### src/hw/rtl/dfla_pkg.sv
// ----------------------------------------------------------------------------
// dfla_pkg
// Shared widths, codes, FSM state type and handshake structs for the
// descriptor free-list allocator.
// ----------------------------------------------------------------------------
package dfla_pkg;

  localparam int QUEUE_DEPTH = 256;
  localparam int IDX_W       = $clog2(QUEUE_DEPTH);
  localparam int CNT_W       = $clog2(QUEUE_DEPTH + 1);
  localparam int ENTRY_W     = IDX_W + 1;   // {has_next, next_link}
  localparam int STATUS_W    = 2;

  localparam logic CMD_ALLOC = 1'b0;
  localparam logic CMD_FREE  = 1'b1;

  localparam logic [STATUS_W-1:0] ST_OK         = 2'd0;
  localparam logic [STATUS_W-1:0] ST_NO_SPACE   = 2'd1;
  localparam logic [STATUS_W-1:0] ST_ZERO_COUNT = 2'd2;

  typedef enum logic [1:0] {
    S_IDLE,
    S_WALK,
    S_DONE
  } state_t;

  typedef struct packed {
    logic start;   // latch request and issue the first table read
    logic step;    // one link of the walk
    logic load;    // move the result into the output register
  } ctrl_cmd_t;

  typedef struct packed {
    logic reject;  // request fails its checks, no walk needed
    logic last;    // current entry is the chain tail
  } dp_stat_t;

  // Table contents after reset: entry i links to i+1, last entry ends the list
  function automatic logic [IDX_W-1:0] reset_link(input logic [IDX_W-1:0] idx);
    logic [IDX_W-1:0] nxt;
    nxt = (idx == IDX_W'(QUEUE_DEPTH - 1)) ? '0 : idx + 1'b1;
    return nxt;
  endfunction

  function automatic logic reset_has_next(input logic [IDX_W-1:0] idx);
    logic hn;
    hn = (idx != IDX_W'(QUEUE_DEPTH - 1));
    return hn;
  endfunction

endpackage

### src/hw/rtl/dfla_req_if.sv
// ----------------------------------------------------------------------------
// dfla_req_if
// Request channel: command, count and head with valid/ready.
// ----------------------------------------------------------------------------
interface dfla_req_if;
  logic                        valid;
  logic                        ready;
  logic                        command;
  logic [dfla_pkg::CNT_W-1:0]  count;
  logic [dfla_pkg::IDX_W-1:0]  head;

  modport source (output valid, command, count, head, input ready);
  modport sink   (input valid, command, count, head, output ready);
endinterface

### src/hw/rtl/dfla_rsp_if.sv
// ----------------------------------------------------------------------------
// dfla_rsp_if
// Result channel: chain head, status and free count with valid/ready.
// ----------------------------------------------------------------------------
interface dfla_rsp_if;
  logic                           valid;
  logic                           ready;
  logic [dfla_pkg::IDX_W-1:0]     chain_head;
  logic [dfla_pkg::STATUS_W-1:0]  status;
  logic [dfla_pkg::CNT_W-1:0]     free_left;

  modport source (output valid, chain_head, status, free_left, input ready);
  modport sink   (input valid, chain_head, status, free_left, output ready);
endinterface

### src/hw/rtl/dfla_ram.sv
// ----------------------------------------------------------------------------
// dfla_ram
// Generic single-port-write, single-port-read RAM with registered read data.
// ----------------------------------------------------------------------------
module dfla_ram #(
  parameter int WIDTH = 8,
  parameter int DEPTH = 256
) (
  input  logic                     clk,
  input  logic                     wr_en,
  input  logic [$clog2(DEPTH)-1:0] wr_addr,
  input  logic [WIDTH-1:0]         wr_data,
  input  logic                     rd_en,
  input  logic [$clog2(DEPTH)-1:0] rd_addr,
  output logic [WIDTH-1:0]         rd_data
);

  logic [WIDTH-1:0] mem_r [DEPTH];
  logic [WIDTH-1:0] rd_data_r;

  always_ff @(posedge clk) begin
    if (wr_en) begin
      mem_r[wr_addr] <= wr_data;
    end
    if (rd_en) begin
      rd_data_r <= mem_r[rd_addr];
    end
  end

  assign rd_data = rd_data_r;

endmodule

### src/hw/rtl/dfla_ctrl.sv
// ----------------------------------------------------------------------------
// dfla_ctrl
// Sequencer: accepts one request, steps the link walk, hands the result to
// the output register.
// ----------------------------------------------------------------------------
module dfla_ctrl (
  input  logic                 clk,
  input  logic                 rst_n,
  input  logic                 in_valid,
  output logic                 in_ready,
  output logic                 out_valid,
  input  logic                 out_ready,
  input  dfla_pkg::dp_stat_t   stat,
  output dfla_pkg::ctrl_cmd_t  cmd
);

  dfla_pkg::state_t state_r, state_nxt;
  logic             out_valid_r, out_valid_nxt;
  logic             out_free;

  assign out_free = !out_valid_r || out_ready;

  always_comb begin
    state_nxt = state_r;
    case (state_r)
      dfla_pkg::S_IDLE: begin
        if (in_valid) begin
          state_nxt = stat.reject ? dfla_pkg::S_DONE : dfla_pkg::S_WALK;
        end
      end
      dfla_pkg::S_WALK: begin
        if (stat.last) begin
          state_nxt = dfla_pkg::S_DONE;
        end
      end
      dfla_pkg::S_DONE: begin
        if (out_free) begin
          state_nxt = dfla_pkg::S_IDLE;
        end
      end
      default: state_nxt = dfla_pkg::S_IDLE;
    endcase
  end

  always_comb begin
    in_ready  = 1'b0;
    cmd       = '0;
    case (state_r)
      dfla_pkg::S_IDLE: begin
        in_ready  = 1'b1;
        cmd.start = in_valid;
      end
      dfla_pkg::S_WALK: begin
        cmd.step = 1'b1;
      end
      dfla_pkg::S_DONE: begin
        cmd.load = out_free;
      end
      default: begin
        in_ready = 1'b0;
      end
    endcase
  end

  always_comb begin
    if (cmd.load) begin
      out_valid_nxt = 1'b1;
    end else if (out_ready) begin
      out_valid_nxt = 1'b0;
    end else begin
      out_valid_nxt = out_valid_r;
    end
  end

  always_ff @(posedge clk) begin
    if (!rst_n) begin
      state_r     <= dfla_pkg::S_IDLE;
      out_valid_r <= 1'b0;
    end else begin
      state_r     <= state_nxt;
      out_valid_r <= out_valid_nxt;
    end
  end

  assign out_valid = out_valid_r;

endmodule

### src/hw/rtl/dfla_dp.sv
// ----------------------------------------------------------------------------
// dfla_dp
// Datapath: descriptor link table, free head and counter, walk registers
// and result register.
// ----------------------------------------------------------------------------
module dfla_dp (
  input  logic                            clk,
  input  logic                            rst_n,
  input  dfla_pkg::ctrl_cmd_t             cmd,
  output dfla_pkg::dp_stat_t              stat,
  input  logic                            in_command,
  input  logic [dfla_pkg::CNT_W-1:0]      in_count,
  input  logic [dfla_pkg::IDX_W-1:0]      in_head,
  output logic [dfla_pkg::IDX_W-1:0]      out_chain_head,
  output logic [dfla_pkg::STATUS_W-1:0]   out_status,
  output logic [dfla_pkg::CNT_W-1:0]      out_free_left
);

  localparam int IDX_W   = dfla_pkg::IDX_W;
  localparam int CNT_W   = dfla_pkg::CNT_W;
  localparam int ENTRY_W = dfla_pkg::ENTRY_W;

  // architectural state
  logic [IDX_W-1:0]                flist_head_r;
  logic [CNT_W-1:0]                free_total_r;
  logic [dfla_pkg::QUEUE_DEPTH-1:0] valid_r;

  // per-request registers
  logic                            cmd_r;
  logic [CNT_W-1:0]                count_r;
  logic [CNT_W-1:0]                rem_r;
  logic [CNT_W-1:0]                len_r;
  logic [IDX_W-1:0]                cur_r;
  logic [IDX_W-1:0]                head_r;
  logic [IDX_W-1:0]                chain_r;
  logic [dfla_pkg::STATUS_W-1:0]   status_r;
  logic                            rd_valid_r;

  logic [IDX_W-1:0]                chain_head_r;
  logic [dfla_pkg::STATUS_W-1:0]   out_status_r;
  logic [CNT_W-1:0]                free_left_r;

  logic                            ram_re, ram_we;
  logic [IDX_W-1:0]                ram_raddr;
  logic [ENTRY_W-1:0]              ram_wdata, ram_rdata;
  logic [IDX_W-1:0]                ent_link;
  logic                            ent_hn;
  logic                            walk_last;
  logic                            is_alloc;
  logic                            zero_cnt, short_cnt;
  logic [IDX_W-1:0]                start_addr;
  logic [CNT_W:0]                  free_sum;

  dfla_ram #(
    .WIDTH (ENTRY_W),
    .DEPTH (dfla_pkg::QUEUE_DEPTH)
  ) u_link_ram (
    .clk     (clk),
    .wr_en   (ram_we),
    .wr_addr (cur_r),
    .wr_data (ram_wdata),
    .rd_en   (ram_re),
    .rd_addr (ram_raddr),
    .rd_data (ram_rdata)
  );

  // entries never written read back as their reset pattern
  assign ent_link = rd_valid_r ? ram_rdata[IDX_W-1:0] : dfla_pkg::reset_link(cur_r);
  assign ent_hn   = rd_valid_r ? ram_rdata[IDX_W]     : dfla_pkg::reset_has_next(cur_r);

  assign is_alloc  = (in_command == dfla_pkg::CMD_ALLOC);
  assign zero_cnt  = (in_count == '0);
  assign short_cnt = (in_count > free_total_r);

  always_comb begin
    if (cmd_r == dfla_pkg::CMD_ALLOC) begin
      walk_last = (rem_r == '0);
    end else begin
      // runaway chains stop after QUEUE_DEPTH-1 links
      walk_last = !(ent_hn && (len_r < CNT_W'(dfla_pkg::QUEUE_DEPTH)));
    end
  end

  assign stat.reject = is_alloc && (zero_cnt || short_cnt);
  assign stat.last   = walk_last;

  assign start_addr = is_alloc ? flist_head_r : in_head;
  assign ram_re     = cmd.start || (cmd.step && !walk_last);
  assign ram_raddr  = cmd.start ? start_addr : ent_link;
  assign ram_we     = cmd.step && walk_last;
  assign ram_wdata  = (cmd_r == dfla_pkg::CMD_ALLOC) ? {1'b0, ent_link}
                                                     : {1'b1, flist_head_r};
  assign free_sum   = {1'b0, free_total_r} + {1'b0, len_r};

  // architectural state and valid bits
  always_ff @(posedge clk) begin
    if (!rst_n) begin
      flist_head_r <= '0;
      free_total_r <= CNT_W'(dfla_pkg::QUEUE_DEPTH);
      valid_r      <= '0;
    end else begin
      if (ram_we) begin
        valid_r[cur_r] <= 1'b1;
        if (cmd_r == dfla_pkg::CMD_ALLOC) begin
          flist_head_r <= ent_link;
          free_total_r <= free_total_r - count_r;
        end else begin
          flist_head_r <= head_r;
          free_total_r <= (free_sum > (CNT_W + 1)'(dfla_pkg::QUEUE_DEPTH))
                          ? CNT_W'(dfla_pkg::QUEUE_DEPTH) : free_sum[CNT_W-1:0];
        end
      end
    end
  end

  // walk registers
  always_ff @(posedge clk) begin
    if (ram_re) begin
      rd_valid_r <= valid_r[ram_raddr];
    end
    if (cmd.start) begin
      cmd_r   <= in_command;
      count_r <= in_count;
      rem_r   <= in_count - CNT_W'(1);
      len_r   <= CNT_W'(1);
      cur_r   <= start_addr;
      head_r  <= in_head;
      if (!is_alloc) begin
        chain_r  <= '0;
        status_r <= dfla_pkg::ST_OK;
      end else if (zero_cnt) begin
        chain_r  <= '0;
        status_r <= dfla_pkg::ST_ZERO_COUNT;
      end else if (short_cnt) begin
        chain_r  <= '0;
        status_r <= dfla_pkg::ST_NO_SPACE;
      end else begin
        chain_r  <= flist_head_r;
        status_r <= dfla_pkg::ST_OK;
      end
    end else if (cmd.step && !walk_last) begin
      cur_r <= ent_link;
      rem_r <= rem_r - CNT_W'(1);
      len_r <= len_r + CNT_W'(1);
    end
  end

  // result register
  always_ff @(posedge clk) begin
    if (cmd.load) begin
      chain_head_r <= chain_r;
      out_status_r <= status_r;
      free_left_r  <= free_total_r;
    end
  end

  assign out_chain_head = chain_head_r;
  assign out_status     = out_status_r;
  assign out_free_left  = free_left_r;

endmodule

### src/hw/rtl/descriptor_free_list_allocator_top.sv
// ----------------------------------------------------------------------------
// descriptor_free_list_allocator_top
// Linked free-list allocator over a table of queue descriptors.
// ----------------------------------------------------------------------------
// Sequence: an allocate of n descriptors walks n entries of the link table; a free
//   walks its whole chain of L entries; a rejected allocate skips the walk.
// Throughput: one request at a time; one table read per link through the
//   registered read port of the link RAM, so a new request is taken in the
//   cycle after the previous result is loaded into the output register.
// Reset: synchronous; free head 0, free count 256, per-entry valid bits
//   cleared so the table reads as its reset chain at once (no clearing pass).
module descriptor_free_list_allocator_top (
  input  logic        clk,
  input  logic        rst_n,
  dfla_req_if.sink    in_req,
  dfla_rsp_if.source  out_rsp
);

  dfla_pkg::ctrl_cmd_t ctrl_cmd;
  dfla_pkg::dp_stat_t  dp_stat;

  dfla_ctrl u_ctrl (
    .clk       (clk),
    .rst_n     (rst_n),
    .in_valid  (in_req.valid),
    .in_ready  (in_req.ready),
    .out_valid (out_rsp.valid),
    .out_ready (out_rsp.ready),
    .stat      (dp_stat),
    .cmd       (ctrl_cmd)
  );

  dfla_dp u_dp (
    .clk            (clk),
    .rst_n          (rst_n),
    .cmd            (ctrl_cmd),
    .stat           (dp_stat),
    .in_command     (in_req.command),
    .in_count       (in_req.count),
    .in_head        (in_req.head),
    .out_chain_head (out_rsp.chain_head),
    .out_status     (out_rsp.status),
    .out_free_left  (out_rsp.free_left)
  );

endmodule

### src/flat_wrapper.sv
// flat-port wrapper written by rule: the top's interface ports become plain ports
module descriptor_free_list_allocator_top_flat 
  (clk, rst_n, in_req_valid, in_req_command, in_req_count, in_req_head, in_req_ready, out_rsp_valid, out_rsp_chain_head, out_rsp_status, out_rsp_free_left, out_rsp_ready);
  dfla_req_if in_req_i ();
  dfla_rsp_if out_rsp_i ();
  input  logic clk;
  input  logic rst_n;
  input wire logic [$bits(in_req_i.valid)-1:0] in_req_valid;
  input wire logic [$bits(in_req_i.command)-1:0] in_req_command;
  input wire logic [$bits(in_req_i.count)-1:0] in_req_count;
  input wire logic [$bits(in_req_i.head)-1:0] in_req_head;
  output wire logic [$bits(in_req_i.ready)-1:0] in_req_ready;
  output wire logic [$bits(out_rsp_i.valid)-1:0] out_rsp_valid;
  output wire logic [$bits(out_rsp_i.chain_head)-1:0] out_rsp_chain_head;
  output wire logic [$bits(out_rsp_i.status)-1:0] out_rsp_status;
  output wire logic [$bits(out_rsp_i.free_left)-1:0] out_rsp_free_left;
  input wire logic [$bits(out_rsp_i.ready)-1:0] out_rsp_ready;
  assign in_req_i.valid = in_req_valid;
  assign in_req_i.command = in_req_command;
  assign in_req_i.count = in_req_count;
  assign in_req_i.head = in_req_head;
  assign in_req_ready = in_req_i.ready;
  assign out_rsp_valid = out_rsp_i.valid;
  assign out_rsp_chain_head = out_rsp_i.chain_head;
  assign out_rsp_status = out_rsp_i.status;
  assign out_rsp_free_left = out_rsp_i.free_left;
  assign out_rsp_i.ready = out_rsp_ready;
  descriptor_free_list_allocator_top u_core (.clk(clk), .rst_n(rst_n), .in_req(in_req_i), .out_rsp(out_rsp_i));
endmodule
### config.mk
export PLATFORM = sky130hd
export DESIGN_NAME = descriptor_free_list_allocator_top_flat
export DESIGN_NICKNAME = d
export VERILOG_FILES = /design/src/hw/rtl/dfla_pkg.sv /design/src/hw/rtl/dfla_req_if.sv /design/src/hw/rtl/dfla_rsp_if.sv /design/src/hw/rtl/dfla_ram.sv /design/src/hw/rtl/dfla_ctrl.sv /design/src/hw/rtl/dfla_dp.sv /design/src/hw/rtl/descriptor_free_list_allocator_top.sv /design/src/flat_wrapper.sv
export SDC_FILE = /design/constraint.sdc
export NUM_CORES = 2
export LEC_CHECK = 0
export ABC_CLOCK_PERIOD_IN_PS = 16200
export BUFFER_PORTS_ARGS = -buffer_cell sky130_fd_sc_hd__buf_4
export CORE_MARGIN = 4
export CORE_UTILIZATION = 40
export DETAILED_ROUTE_END_ITERATION = 16
export GPL_TIMING_DRIVEN = 0
export HOLD_SLACK_MARGIN = 0.15
export PLACE_DENSITY_LB_ADDON = 0.05
export SLEW_MARGIN = 40
export SYNTH_ARGS = -nofsm -noshare
export SYNTH_HDL_FRONTEND = slang
export SYNTH_SLANG_ARGS = --single-unit
### constraint.sdc
create_clock -name clk -period 16.2 [get_ports clk]
set_input_delay 0.81 -clock clk [delete_from_list [all_inputs] [get_ports clk]]
set_output_delay 0.81 -clock clk [all_outputs]
set_load 0.02 [all_outputs]
== Word-level counts from Yosys, hierarchy flattened ==
Memory sizes are Yosys's and may differ from the RTL's. A register that Yosys moved wholly into a read port is not among the register bits.
Index checks and enable logic that the tools add are counted.

* Bits in registers: 350
* Memory bits (writable): 2,304
* Input port bits: 22
* Output and inout port bits: 21
* Logic and storage cells: 92
* Memories: 1

{| class="wikitable"
|+ Memories
! memory !! words !! bits a word !! read ports !! clocked after memory_dff !! write ports !! RTL line !! source
|-
| u_core.u_dp.u_link_ram.mem_r || 256 || 9 || 1 || 1 || 1 || dfla_ram.sv:18 || <nowiki>logic [WIDTH-1:0] mem_r [DEPTH];</nowiki>
|}

* Add/sub/neg operators: 6
* Magnitude comparators: 6
* Eq/ne operators: 7
* Mux-type cells: 33
* Bitwise operators: 2
* Reduce and logical (&&, ||, !) cells: 19

{| class="wikitable"
|+ Operators by type and width
! cell !! number
|-
| 256-bit bitwise OR || 1
|-
| 8-bit 2-to-1 mux || 7
|-
| 9-bit 2-to-1 mux || 5
|-
| 9-bit logical NOT || 2
|-
| 8-bit by 9-bit less-than comparator with 1-bit output (second input constant) || 2
|-
| 9-bit by 1-bit subtractor with 9-bit output (second input constant) || 2
|-
| 1-bit 2-to-1 mux || 13
|-
| 9-bit by 9-bit adder with 10-bit output || 1
|-
| 10-bit by 9-bit > comparator with 1-bit output (second input constant) || 1
|-
| 2-bit 2-to-1 mux || 5
|-
| 9-bit by 1-bit adder with 9-bit output (second input constant) || 1
|-
| 9-bit > comparator || 1
|-
| 9-bit less-than comparator (second input constant) || 1
|-
| 9-bit subtractor || 1
|-
| 8-bit by 1-bit adder with 8-bit output (second input constant) || 1
|-
| 1-bit binary-select mux with 8-bit select || 1
|-
| 1-bit demux with 8-bit select || 1
|-
| 8-bit equality test (second input constant) || 1
|-
| 8-bit by 1-bit greater-or-equal comparator with 1-bit output (second input constant) || 1
|-
| 8-bit inequality test (second input constant) || 1
|-
| 2-bit inequality test (second input constant) || 3
|-
| 2-bit case mux with 3 select lines || 1
|-
| 1-bit logical AND || 5
|-
| 2-bit nonzero test || 2
|-
| other kinds (9) || 13
|}

== Depth between registers and ports, before layout ==
* Depth in word-level cells: 9
* Mapped depth: 18
* Gate-level depth less buffers: 12

== Hierarchy ==
From an unflattened synthesis, not the netlist that was laid out.

* Cell total of the unflattened synthesis: 6,097
* Area total of the unflattened synthesis: 105,602.5 um2

{| class="wikitable"
|+ Modules (own cells, without submodules)
! module !! times used !! cells an instance !! area each (um2)
|-
| dfla_ram || 1 || 4,237 || 89,368.2
|-
| dfla_dp || 1 || 1,841 || 16,056.6
|-
| dfla_ctrl || 1 || 19 || 177.7
|}

== Least setup slack after synthesis ==
Ideal clock, no wire load.

* Path type: register to register
* From: reg u_core.u_dp.cmd_r
* To: mem u_core.u_dp.u_link_ram.mem_r[0][0] (netlist name), data pin
* Arrival time: 10,882 ps
* Required time: 14,621 ps
* Setup slack: 3,739 ps
* Stages on the path, launching flop included: 6
* Buffers on the path: 2
* Period minus slack after synthesis: 12,461 ps
* Path through: edfxtp_1 -> clkbuf_1 -> inv_1 -> clkbuf_1 -> o311a_1 -> a21oi_1

* Cells in the longest elaborated chain, start to end: 1

{| class="wikitable"
|+ RTL lines
! item !! RTL line !! source
|-
| from (decl) || dfla_dp.sv:29 || <nowiki>logic cmd_r;</nowiki>
|-
| from (signal assigned) || dfla_dp.sv:122 || <nowiki>cmd_r <= in_command;</nowiki>
|-
| 9-bit 2-to-1 mux || dfla_dp.sv:91 || <nowiki>assign ram_wdata = (cmd_r == dfla_pkg::CMD_ALLOC) ? {1'b0, ent_link}</nowiki>
|-
| named net u_core.u_dp.ram_wdata[0] || dfla_dp.sv:45 || <nowiki>logic [ENTRY_W-1:0] ram_wdata, ram_rdata;</nowiki>
|-
| to (decl) || dfla_ram.sv:18 ||
|}

The timed path passes the listed nets, and every way through them passes these cells.

== Worst setup path after layout ==
* From: reg u_core.u_dp.cur_r[0]
* To: reg u_core.u_dp.u_link_ram.rd_data_r[6] (netlist: u_core.u_dp.u_link_ram.rd_data[6]) (read register of u_core.u_dp.u_link_ram.mem_r), data pin

* Cells in the longest elaborated chain, start to end: 8
* Elaborated cells between the ends (all ways): 13
* Classes of those cells: add/sub: 1; eq/ne: 2; mux: 5; reduce/logical: 5

{| class="wikitable"
|+ RTL lines
! item !! RTL line !! source
|-
| from (decl) || dfla_dp.sv:33 || <nowiki>logic [IDX_W-1:0] cur_r;</nowiki>
|-
| from (signal assigned) || dfla_dp.sv:126 || <nowiki>cur_r <= start_addr;</nowiki>
|-
| from (signal assigned) || dfla_dp.sv:142 || <nowiki>cur_r <= ent_link;</nowiki>
|-
| parallel branches: the longest is 8 deep, another holds 8-bit by 1-bit adder with 8-bit output || - ||
|-
| to (decl) || dfla_ram.sv:19 || <nowiki>logic [WIDTH-1:0] rd_data_r;</nowiki>
|}

Several ways; the timed one is not identified.
A chain may end at the register's enable or synchronous reset.

==> out/metrics.cfg <==
[placed_design]
port_buffers=41
dpl.hpwl_mm=302.5
gp_congestion=0.9507

[clock_network]
clk_latency_ns=0.92
postCtsResizedCells=0
h-tree-depth=5
cts-buffers-inserted=308
cts_tree=yes
clockBufferDepth=4
root_buffer=clkbuf_16
cts_sinks=2663
clk_pin_slew_worst_paths_ns=0.06

[timing]
drv_slew=0
holdWs_ns=0.2547
fin_skew_ns=0.04906
tns_ns=0
final.period_utilization_pct=45.99
period_needed_ns=7.450
setup_viol=0
worstMarginPinSlew_ns=0.9728
final-hold-violation-count=0
max_freq_mhz=134.2
slew_headroom_pct=34.71
rsz0062_at_grt=no

[floorplan]
dieWidth_um=521.9
dieArea_um2=272400
io_pins=43
start_util_pct=40.24
rows=188
coreArea_um2=262500
die_y_um=521.9

[worst_setup_path]
cpPeakStageDelay_ns=0.79
critPathSlowestCell=nor4_1
critPathCaptureType=flip-flop
cp_common_cell=buf_2
r2r_setup_slack_ns=8.75
reg2reg_depth=15
timing.rr.start=u_core.u_dp.cur_r[0]
crit_path_start=u_core.u_dp.cur_r[0]
cp.arrival_ns=8.06
cp.required_ns=16.81
endpoint=u_core.u_dp.u_link_ram.rd_data[6]
setup.worst_path.class=reg -> reg
crit_path_max_fanout=10
rr_endpoint=u_core.u_dp.u_link_ram.rd_data[6]
start_kind=flip-flop
critical_path.cell_chain=ha_1 > clkbuf_1 > nand3_1 > o2111ai_2 > and2_1 > buf_6 > buf_2 > buf_2 > buf_2 > nand2_1 > a32oi_1 > a21boi_0 > nor4_1 > nand4_1 > nor4_2

[route]
drt_pre_antenna_iters=9
drtIter0Drc=9604
route.detailed.drc=0
ant_nets=0
routedWlPerCell_um=35.52
wirelength_mm=423.5
viasPerCell=5.987
num_vias=71380

[synth]
synthArstFlopShare_pct=0
synth_top_flop_cell=edfxtp_1
syn_avg_cell_area_um2=13.80
syn_area_um2=105600
yosys_register_bits=2663
synth-seq-area-share_pct=73.00
synthCells=7655
synthesis.nets=7711
ys_types=71
synth_edf_count=2378
ys_warn_count=0

[global_routing]
track_usage_pct=30.42
antenna_found_initial=34
grt_pass1_wl_mm=572.0
grt_overflow=0
first_global_vias=67510
grt_max_degree=60

[power_and_ir_drop]
leakage_uw=0.04228
p_per_area_nw_per_um2=204.8
seq_power_share_pct=32.5
power_uw=25340
switchingPower_uw=10800
switching_share_pct=42.63
combinationalPowerShare_pct=41.2
pwr-share-clk_pct=26.3
vdd_drop_max_v=0.0001323
p_int_uw=14540

[finish]
drive_above_1_share_pct=15.31
synthToLayoutAreaGrowth_pct=17.13
nFillCells=23380
nets=8225

[hold_path]
hold_class=in -> reg

[status]
status=finished, final reports clean

[job]
drv_cap=0

## cells in the final DEF (no fill, tap or decap), drive strengths merged, types with 9 or more instances in the layout
cell type,n
bufinv,14
nand3,446
a22o,9
or4,23
o21a,203
edfxtp,2378
nor2,431
nand4,71
dfxtp,285
xor2,17
nand2,1436
mux2i,423
a31oi,59
nor3,43
diode,12
nor2b,11
a21oi,79
o22ai,28
a32oi,226
a32o,100
nor4,57
a311oi,17
buf,432
clkbuf,689
inv,50
o21ai,79
o31a,10
and2,11
clkinv,98
a21boi,10
mux2,21
and3,229
dlygate4sd3,19
and4b,17
ha,32
a211oi,230
xnor2,10
or3,11
## power by group through the flow
| stage | registers [uW] | clock network, uW | logic, uW |
|---|---|---|---|
| after global placement | 8940 | 0 | 9530 |
| after global routing | 8230 | 7010 | 10600 |
| after CTS | 8220 | 6730 | 10200 |
| final | 8220 | 6660 | 10500 |
| after detailed placement | 8370 | 0 | 10200 |
| after floorplan | 8570 | 0 | 4500 |
## Yosys cell counts (all sizes together), types with 7 or more instances
master  number  area (um^2)
a32o       100         1001
nand2b       7        43.79
a22o         9        78.83
nand3      446         2232
ha          32        400.4
a22oi        8        60.06
a21oi       79        395.4
nand2     1436         5390
or4         23        172.7
a311oi      17        148.9
or3         11        68.82
a21o         8        60.06
o22ai       28        175.2
a211oi     230         1732
xor2        17        148.9
mux2i      423         4234
and3       229         1433
mux2        21        240.2
a31oi       59        369.1
a21boi      10        75.07
and4b       17        170.2
edfxtp    2378        71410
nor2b       11        68.82
xnor2       10        87.58
o31a        10        87.58
o21a       203         1524
inv         43        161.4
a31o         8        70.07
and2        11        68.82
clkbuf     276         1036
dfxtp      285         5705
or2          7        43.79
nor4        57        369.1
nor3        43        220.2
nor2       431         1618
o21ai       79        395.4
buf        247         1277
a32oi      226         1979
nand4       71        444.2
o41ai        8        70.07
## through the flow
stage / setup slack [ns] / area (um^2) / std cells / utilization [%]
after floorplan: 3.739 / 105600 / 7655 / -
after global placement: -14.07 / 110300 / 11210 / 42.03
after detailed placement: 8.920 / 114000 / 11350 / 43.41
after CTS: 9.169 / 123600 / 11910 / 47.07
after global routing: 8.842 / 123700 / 11910 / 47.12
final: 8.750 / 123700 / 11920 / 47.13
## kinds of logic (layout without fill, tap and decap cells)
logic type	Yosys count	in the layout	synth area share, %
xor gates and xnor gates	27	27	0.2239
AOI/OAI and AO/OA	1107	1107	7.987
buffers and inverters	567	1307	2.347
DFF	2663	2663	73.00
adders and majority gates	34	34	0.4169
muxes	444	444	4.236
and+or+nand+nor	2813	2813	11.79
other	0	12	0
## worst min path at each step
| stage | slack, ns | from | end | cells past startpoint |
|---|---|---|---|---|
| final | 0.25 | in_req_valid | u_core.u_ctrl.state_r[0] | 3 |
| after global routing | 0.24 | in_req_valid | u_core.u_ctrl.state_r[0] | 3 |
| after CTS | 0.19 | in_req_valid | u_core.u_ctrl.state_r[0] | 3 |
| after detailed placement | 0.41 | u_core.u_dp.chain_r[5] | u_core.u_dp.out_chain_head[5] | 0 |
| after global placement | 0.41 | u_core.u_dp.status_r[1] | u_core.u_dp.out_status[1] | 0 |
| after floorplan | 0.40 | u_core.u_dp.chain_r[0] | u_core.u_dp.out_chain_head[0] | 0 |
## critical path, delay by kind of cell, from the launching register on
kind	cells	cell delay, ns
fa+ha+maj	1	0.21
compound gates	3	1.13
flops	1	0.56
simple gates	6	2.68
buf+inv	5	2.51
## metal layers
metal	vias up	global-route usage, %	share of wire, %
met5	-	0	0.0099
met4	6	13.20	5.1
met3	758	5.743	8.1
met2	3585	46.82	45
met1	36930	42.21	42
li1	30090	-	-
## registers in the layout, indices dropped and copies added (netlist names), 9 cells and up
| signal | count |
|---|---|
| u_core.u_dp.u_link_ram.mem_r | 2304 |
| u_core.u_dp.valid_r | 256 |
| u_core.u_dp.count_r | 9 |
| u_core.u_dp.free_total_r | 9 |
| u_core.u_dp.len_r | 9 |
| u_core.u_dp.out_free_left | 9 |
| u_core.u_dp.rem_r | 9 |
| u_core.u_dp.u_link_ram.rd_data | 9 |
## layout make-up
cell class              count  area [um^2]  share of cell area [%]
flip-flops and latches   2663        77110                   62.33
multi-input cells        4425        27290                   22.06
clock buffers             413         8452                   6.831
well taps                3515         4398                   3.555
repair buffers            204         2784                   2.250
plain buffers             523         2525                   2.041
clock inverters           123        962.2                  0.7777
inverters                  44        165.2                  0.1335
diodes                     12        30.03                 0.02427
## repair_timing
item	CTS	global route
buffers inserted	0	0
hold buffers	19	0
endpoints found under the hold margin	19	0
Power figures use the tool's default switching activity.
